[config.mk]
export PLATFORM = sky130hd
export DESIGN_NAME = iu2x_emit
export DESIGN_NICKNAME = d
export VERILOG_FILES = /design/src/hdl/iu2x_pkg.sv /design/src/hdl/iu2x_emit.sv
export SDC_FILE = /design/constraint.sdc
export NUM_CORES = 1
export LEC_CHECK = 0
export ABC_CLOCK_PERIOD_IN_PS = 3380
export BUFFER_PORTS_ARGS = -buffer_cell sky130_fd_sc_hd__buf_4
export CAP_MARGIN = 15
export CORE_MARGIN = 1
export CORE_UTILIZATION = 50
export DETAILED_ROUTE_END_ITERATION = 16
export PLACE_DENSITY = 0.7
export SLEW_MARGIN = 20
export SYNTH_ARGS = -nofsm -noshare
export SYNTH_HDL_FRONTEND = slang
export SYNTH_SLANG_ARGS = --single-unit
[constraint.sdc]
create_clock -name clk_i -period 3.38 [get_ports clk_i]
set_input_delay 0.169 -clock clk_i [delete_from_list [all_inputs] [get_ports clk_i]]
set_output_delay 0.169 -clock clk_i [all_outputs]
set_load 0.005 [all_outputs]
[src/hdl/iu2x_pkg.sv]
// Shared types and constants for the 2x bilinear upscaler.
`default_nettype none
package iu2x_pkg;

  localparam int SAMPLE_W   = 16;
  localparam int ROW_CNT_W  = 12;
  localparam int COL_CNT_W  = 10;
  localparam int ROWS_W     = 13;
  localparam int COLS_W     = 11;
  localparam int OUT_ROW_W  = 13;
  localparam int OUT_COL_W  = 11;
  localparam int PIXEL_W    = 18;
  localparam int IN_DATA_W  = 16;
  localparam int OUT_DATA_W = 48;
  localparam int CFG_IDX_W  = 1;
  localparam int CFG_DATA_W = 13;

  localparam int MAX_COLS_DEF = 1024;
  localparam int COLS_LIMIT   = 1024;
  localparam int ROWS_LIMIT   = 4096;

  typedef enum logic [CFG_IDX_W-1:0] {
    REG_IN_ROWS = 1'b0,
    REG_IN_COLS = 1'b1
  } cfg_reg_e;

  // Position of a result inside the 3x3 neighborhood around one sample:
  // LO is row 2r-1 or column 2c-1, MID is 2r or 2c, HI is 2r+1 or 2c+1.
  typedef enum logic [1:0] {
    SEL_LO  = 2'd0,
    SEL_MID = 2'd1,
    SEL_HI  = 2'd2
  } sel_e;

  typedef struct packed {
    logic [ROW_CNT_W-1:0] row;
    logic [COL_CNT_W-1:0] col;
    logic [SAMPLE_W-1:0]  sample;
    logic [SAMPLE_W-1:0]  up;
    logic                 has_top;
    logic                 has_left;
    logic                 last_col;
    logic                 last_row;
  } job_t;

endpackage
`default_nettype wire

[src/hdl/iu2x_emit.sv]
// Result sequencer: holds neighbor samples and walks the results of one sample.
`default_nettype none
module iu2x_emit (
  input  wire logic                           clk_i,
  input  wire logic                           rst_ni,
  input  wire logic                           load_i,
  input  wire iu2x_pkg::job_t                 job_i,
  output logic                                free_o,
  output logic                                res_valid_o,
  input  wire logic                           res_ready_i,
  output logic [iu2x_pkg::OUT_ROW_W-1:0]      res_row_o,
  output logic [iu2x_pkg::OUT_COL_W-1:0]      res_col_o,
  output logic [iu2x_pkg::PIXEL_W-1:0]        res_value_o,
  output logic                                res_last_o
);
  import iu2x_pkg::*;

  job_t                  job_q;
  logic                  busy_q;
  sel_e                  dr_q, dr_d;
  sel_e                  dc_q, dc_d;
  logic [PIXEL_W-1:0]    sum4_q;
  logic [SAMPLE_W:0]     sum_up_q;
  logic [SAMPLE_W:0]     sum_lf_q;
  logic [SAMPLE_W-1:0]   ul_q;
  logic [SAMPLE_W-1:0]   lf_q;
  logic [SAMPLE_W:0]     sum_up_d;
  logic [SAMPLE_W:0]     sum_lf_d;
  sel_e                  row_end, col_first, col_end;
  logic                  at_end;
  logic                  fire;
  logic [OUT_ROW_W:0]    row_full;
  logic [OUT_COL_W:0]    col_full;

  function automatic sel_e sel_inc(sel_e v);
    sel_e r;
    unique case (v)
      SEL_LO:  r = SEL_MID;
      SEL_MID: r = SEL_HI;
      default: r = SEL_HI;
    endcase
    return r;
  endfunction

  assign row_end   = job_q.last_row ? SEL_HI : SEL_MID;
  assign col_first = job_q.has_left ? SEL_LO : SEL_MID;
  assign col_end   = job_q.last_col ? SEL_HI : SEL_MID;

  assign at_end = (dr_q == row_end) && (dc_q == col_end);
  assign fire   = busy_q && res_ready_i;
  assign free_o = !busy_q || (fire && at_end);

  assign sum_up_d = {1'b0, job_i.up} + {1'b0, job_i.sample};
  assign sum_lf_d = {1'b0, lf_q} + {1'b0, job_i.sample};

  always_comb begin
    dr_d = dr_q;
    dc_d = dc_q;
    if (load_i) begin
      dr_d = job_i.has_top  ? SEL_LO : SEL_MID;
      dc_d = job_i.has_left ? SEL_LO : SEL_MID;
    end else if (fire && !at_end) begin
      if (dc_q == col_end) begin
        dc_d = col_first;
        dr_d = sel_inc(dr_q);
      end else begin
        dc_d = sel_inc(dc_q);
      end
    end
  end

  always_ff @(posedge clk_i or negedge rst_ni) begin
    if (!rst_ni) begin
      busy_q <= 1'b0;
      dr_q   <= SEL_MID;
      dc_q   <= SEL_MID;
      ul_q   <= '0;
      lf_q   <= '0;
    end else begin
      dr_q <= dr_d;
      dc_q <= dc_d;
      if (load_i) begin
        busy_q <= 1'b1;
        ul_q   <= job_i.up;
        lf_q   <= job_i.sample;
      end else if (fire && at_end) begin
        busy_q <= 1'b0;
      end
    end
  end

  always_ff @(posedge clk_i) begin
    if (load_i) begin
      job_q    <= job_i;
      sum_up_q <= sum_up_d;
      sum_lf_q <= sum_lf_d;
      sum4_q   <= PIXEL_W'(sum_up_d) + PIXEL_W'(ul_q) + PIXEL_W'(lf_q);
    end
  end

  always_comb begin
    res_value_o = '0;
    unique case (dr_q)
      SEL_LO: begin
        unique case (dc_q)
          SEL_LO:  res_value_o = sum4_q;
          SEL_MID: res_value_o = {sum_up_q, 1'b0};
          default: res_value_o = PIXEL_W'(sum_up_q);
        endcase
      end
      SEL_MID: begin
        unique case (dc_q)
          SEL_LO:  res_value_o = {sum_lf_q, 1'b0};
          SEL_MID: res_value_o = {job_q.sample, 2'b00};
          default: res_value_o = PIXEL_W'({job_q.sample, 1'b0});
        endcase
      end
      default: begin
        unique case (dc_q)
          SEL_LO:  res_value_o = PIXEL_W'(sum_lf_q);
          SEL_MID: res_value_o = PIXEL_W'({job_q.sample, 1'b0});
          default: res_value_o = PIXEL_W'(job_q.sample);
        endcase
      end
    endcase
  end

  // Output coordinate is twice the input position, offset by -1, 0 or +1.
  assign row_full = {1'b0, job_q.row, 1'b0} + (OUT_ROW_W + 1)'(dr_q) - (OUT_ROW_W + 1)'(1);
  assign col_full = {1'b0, job_q.col, 1'b0} + (OUT_COL_W + 1)'(dc_q) - (OUT_COL_W + 1)'(1);

  assign res_row_o   = row_full[OUT_ROW_W-1:0];
  assign res_col_o   = col_full[OUT_COL_W-1:0];
  assign res_valid_o = busy_q;
  assign res_last_o  = at_end;

endmodule
`default_nettype wire

# --- Word-level counts from Yosys, hierarchy flattened ---
# Cells that the tools add are included.
classes:
  n_addsub: 8
  n_eq_ne: 4
  mux: 19
  n_reduce_logical: 13
ops:
  columns: ["operator", "count"]
  rows:
  - ["18-bit one-hot mux with 2 select lines", 3]
  - ["16-bit by 16-bit adder with 17-bit output", 2]
  - ["17-bit one-hot mux with 2 select lines", 1]
  - ["2-bit 2-to-1 mux", 10]
  - ["17-bit by 16-bit adder with 18-bit output", 1]
  - ["18-bit by 16-bit adder with 18-bit output", 1]
  - ["13-bit by 2-bit adder with 13-bit output", 1]
  - ["13-bit by 1-bit subtractor with 13-bit output, second input constant", 1]
  - ["11-bit by 2-bit adder with 11-bit output", 1]
  - ["11-bit by 1-bit subtractor with 11-bit output, second input constant", 1]
  - ["2-bit nonzero test", 3]
  - ["1-bit 2-to-1 mux", 5]
  - ["2-bit by 1-bit == test with 1-bit output, second input constant", 2]
  - ["2-bit == test", 2]
  - ["1-bit logical AND", 4]
  - ["2-bit zero test", 2]
  - ["1-bit zero test", 2]
  - ["2-bit AND reduction", 1]
  - ["1-bit logical OR", 1]
word_totals:
  register_bits: 130
  input_bits: 62
  out_inout_bits: 45
  elab_cells: 58

# --- Depth between registers and ports, before layout ---
depth:
  ltp_word: 7
  ltp_mapped: 18
  ltp_nobuf: 17

# --- Worst setup path after synthesis ---
# Ideal clock, no wire load.
synth_timing:
  kind: "in2reg"
  start: "in job_i[7] (netlist name)"
  end: "reg sum4_q[15] (data pin)"
  setup_time_ns: 0.272
  arrival_time_ns: 3.609
  required_ns: 3.108
  path_slack_ns: -0.501
  cell_stages: 14
  n_path_buf: 0
  cell_sequence: "ha_1 -> a21o_1 -> a21o_1 -> o21a_1 -> a2111oi_0 -> or3_1 -> xnor2_1 -> fa_1 -> ha_1 -> and3_1 -> nand3_1 -> nand4_2 -> and4b_1 -> or4_1"
synth_via:
  elab_chain_len: 3
synth_rtl:
  columns: ["item", "line_no", "source"]
  rows:
  - ["start: declaration", "iu2x_emit.sv:7", "input wire iu2x_pkg::job_t job_i,"]
  - ["16-bit by 16-bit adder with 17-bit output", "iu2x_emit.sv:53", "assign sum_up_d = {1'b0, job_i.up} + {1'b0, job_i.sample};"]
  - ["named net sum_up_d[9]", "iu2x_emit.sv:27", "logic [SAMPLE_W:0] sum_up_d;"]
  - ["17-bit by 16-bit adder with 18-bit output", "iu2x_emit.sv:97", "sum4_q <= PIXEL_W'(sum_up_d) + PIXEL_W'(ul_q) + PIXEL_W'(lf_q);"]
  - ["18-bit by 16-bit adder with 18-bit output", "iu2x_emit.sv:97", null]
  - ["end signal: assignment", "iu2x_emit.sv:97", null]
  - ["end: declaration", "iu2x_emit.sv:22", "logic [PIXEL_W-1:0] sum4_q;"]
# The timed path passes the listed nets, and every way through them passes these cells.
# A chain may end at the register's enable or synchronous reset.

# --- Final worst setup path ---
layout_timing:
  start: "in job_i[21] (netlist name)"
  end: "reg sum4_q[15] (data pin)"
# Same word-level chain as after synthesis.

==> results.ini <==
[route]
routed_via_density = 5.32
drcViolationCount = 0
dr.pass1.iters = 5
final_antenna_net_count = 0
routed_wl_um = 20300
vias = 6895
drt_iter0_drc = 380
wl_per_cell_um = 15.6

[final_layout]
final_util = 0.692
layout_common_cells = buf_4, edfxtp_1, ha_1
layout_commonest_cell = buf_4
seqCellArea_sq_mm = 0.00372
n_fill_cell = 1305
area_delta_synth_final_pct = 35.9
antenna_cells = 0
multi_input_area_sq_mm = 0.00509
final_nets = 1211
drive_gt1_frac = 0.310

[synth]
synth-edff-count = 93
synthFlopType = edfxtp_1
synth_nets = 968
synth_area_sq_mm = 0.00878
async_flop_share = 0.285
netlist_instances = 815
synth.ff_latch_count = 130
ys_warn_count = 0
synth.distinct_cells = 59
yosys-top-cells-area = edfxtp_1, dfrtp_1, ha_1, mux2_2, fa_1
yosysSeqAreaShare = 0.424
netlist.area_leader.share = 0.318
syn_avg_cell_area_sq_um = 10.8
synth_top_cell_by_area = edfxtp_1

[grt]
grt_max_degree = 71
antenna_found_initial = 0
grt_pass1_wl_um = 32600
grt-ovfl-total = 0
grt_pass1_vias = 6745
grt.total_usage = 0.233

[setup_path]
cp_common_cell = ha_4
timing.rr.start = lf_q[1]
crit_family = simple AND/OR/NAND/NOR gates
cpPeakStageDelay_ns = 0.53
critPathSlowestCell = fa_1
crit_path_start_kind = input pin
rrSetupSlack_ns = 0.13
worstSetupPathType = in -> reg
endpoint_kind = flop
crit_chain = buf_8, ha_4, a21o_1, and4_4, o21a_1, a2111oi_4, or3_4, xnor2_4, fa_1, ha_4, and3_4, o2111ai_4, nand4_4, a21oi_2, or4_1
cp.arrival_ns = 3.53
worst_ep_required_time_ns = 3.53
cp_max_fo = 3
timing.rr.end = sum4_q[15]
critPathBufInv = 1
worst-r2r-cell-count = 12

[clocking]
h-tree-depth = 4
cts.clk_slew.worst_paths_ns = 0.05
cts_tree = yes
cts_buffer_depth = 2
clock-sinks = 130
cts_inserted_buffers = 17
cts-root-buf = clkbuf_16
clock_latency_ns = 0.42

[sta]
setup_tns_ns = -0.000112
period_needed_ns = 3.38
setup_slack_ns = -0.000112
slew_violations = 0
rsz0062_at_grt = yes
worst_pin_slew_ns = 0.722
hold_viol = 0
slew_headroom = 0.519
max_freq_ghz = 0.296
finalClockSkew_ns = 0.00737
finalSetupViolations = 1
finalCritPeriodShare = 1.00

[floorplan]
coreArea_sq_mm = 0.0172
num_rows = 48
chipWidth_um = 135
start_util = 0.509
die_h_um = 135
dieArea_sq_mm = 0.0181
io_pins = 107

[power_and_ir_drop]
p_sw_frac = 0.310
internal-power_mw = 4.93
power_leakage_nw = 5.27
seq_power_share = 0.309
clkPwrFrac = 0.251
total_power_mw = 7.15
vdd.ir_drop.worst_v = 0.000441
p_switching_mw = 2.22
p_comb_frac = 0.440
power-per-cell-area_mw_per_mm2 = 599

[worst_hold_path]
min_from = job_i[4]
whs_path_depth = 2
hp-class = in -> reg
min_to = ul_q[0]

[placed_design]
place.gp.congestion = 0.854
dp_hpwl_um = 14800
portBuffers = 106

[run]
maxCapViolations = 0

[outcome]
violations = setup timing
status = finished, violations left

flip-flops by register name, indices dropped and copies added (netlist names):
register / flops
lf_q: 16
sum_lf_q: 17
dr_q: 2
res_valid_o: 1
sum_up_q: 17
ul_q: 16
sum4_q: 18
dc_q: 2
job_q: 41
cell families (layout without fill, tap and decap cells):
logic type               count (synthesis)  after routing  synth area share
AO/OA/AOI/OAI                          207            207             0.147
XOR/XNOR                                52             52            0.0519
adder cells (fa/ha/maj)                 91             91             0.148
buffers and inverters                   85            341            0.0378
flip-flops                             130            130             0.424
multiplexers                            80             80            0.0976
AND/OR/NAND/NOR                        170            170            0.0946
metal layers:
| layer | share of wire | track usage |
|---|---|---|
| met3 | 0.036 | 0.0297 |
| met5 | 0 | 0 |
| met4 | 0.016 | 0.0886 |
| met2 | 0.48 | 0.382 |
| met1 | 0.47 | 0.317 |
power groups by stage:
stage | clock network (mW) | logic, mW | registers [mW]
after floorplan | 0 | 1.81 | 2.20
after global placement | 0 | 2.83 | 2.23
after detailed placement | 0 | 2.88 | 2.24
after CTS | 1.82 | 2.97 | 2.21
after global routing | 1.88 | 3.46 | 2.24
final | 1.79 | 3.14 | 2.21
per-stage QoR:
stage / setup WS [ns] / area, sq um / hold slack [ns] / cells
2_1_floorplan: -0.194 / 8940 / -0.127 / 815
3_3_place_gp: -0.531 / 10600 / 0.205 / 1211
3_5_place_dp: -0.648 / 10600 / 0.210 / 1211
4_1_cts: 0.00208 / 11700 / 0.00389 / 1288
5_1_grt: -0.141 / 11900 / 0.00179 / 1296
6_report: -0.000112 / 11900 / 0.00109 / 1296
timing repair:
| item | 4_1_cts | 5_1_grt |
|---|---|---|
| setup endpoints to repair | 5 | 8 |
| buffers inserted | 3 | 8 |
| endpoints found under the hold margin | 77 | 0 |
| resized for setup | 7 | 35 |
| hold buffers | 42 | 0 |
| pin swaps | 23 | 25 |
synth_stat cells (all sizes together) (5+ instances only):
| library cell | number |
|---|---|
| mux2i | 35 |
| dfrtp | 35 |
| buf | 9 |
| and3 | 6 |
| o21a | 13 |
| clkbuf | 19 |
| mux2 | 45 |
| nand2 | 51 |
| nand3 | 7 |
| nand4 | 9 |
| ha | 70 |
| o21ai | 56 |
| xor2 | 16 |
| nor3 | 8 |
| nor2b | 10 |
| nand2b | 8 |
| fa | 21 |
| a21boi | 5 |
| a21o | 26 |
| a31oi | 15 |
| xnor2 | 36 |
| nor2 | 49 |
| inv | 56 |
| a21oi | 58 |
| edfxtp | 93 |
how the worst max path moves through the flow:
stage | startpoint | cells after the start | end | slack [ns]
4_1_cts | job_i[21] | 18 | sum4_q[16] | 0.002
2_1_floorplan | job_i[4] | 16 | sum4_q[15] | -0.19
5_1_grt | job_i[4] | 17 | sum4_q[15] | -0.14
3_5_place_dp | job_i[4] | 16 | sum4_q[15] | -0.65
3_3_place_gp | job_i[4] | 16 | sum4_q[15] | -0.53
6_report | job_i[21] | 15 | sum4_q[15] | -0.0001
layout make-up:
type / instances / area share
Tap cell: 225 / 0.0236
Clock inverter: 6 / 0.00650
Multi-Input combinational cell: 600 / 0.426
Timing Repair Buffer: 252 / 0.172
Clock buffer: 26 / 0.0419
Sequential cell: 130 / 0.312
Inverter: 57 / 0.0179
(Power assumes the default switching activity.)
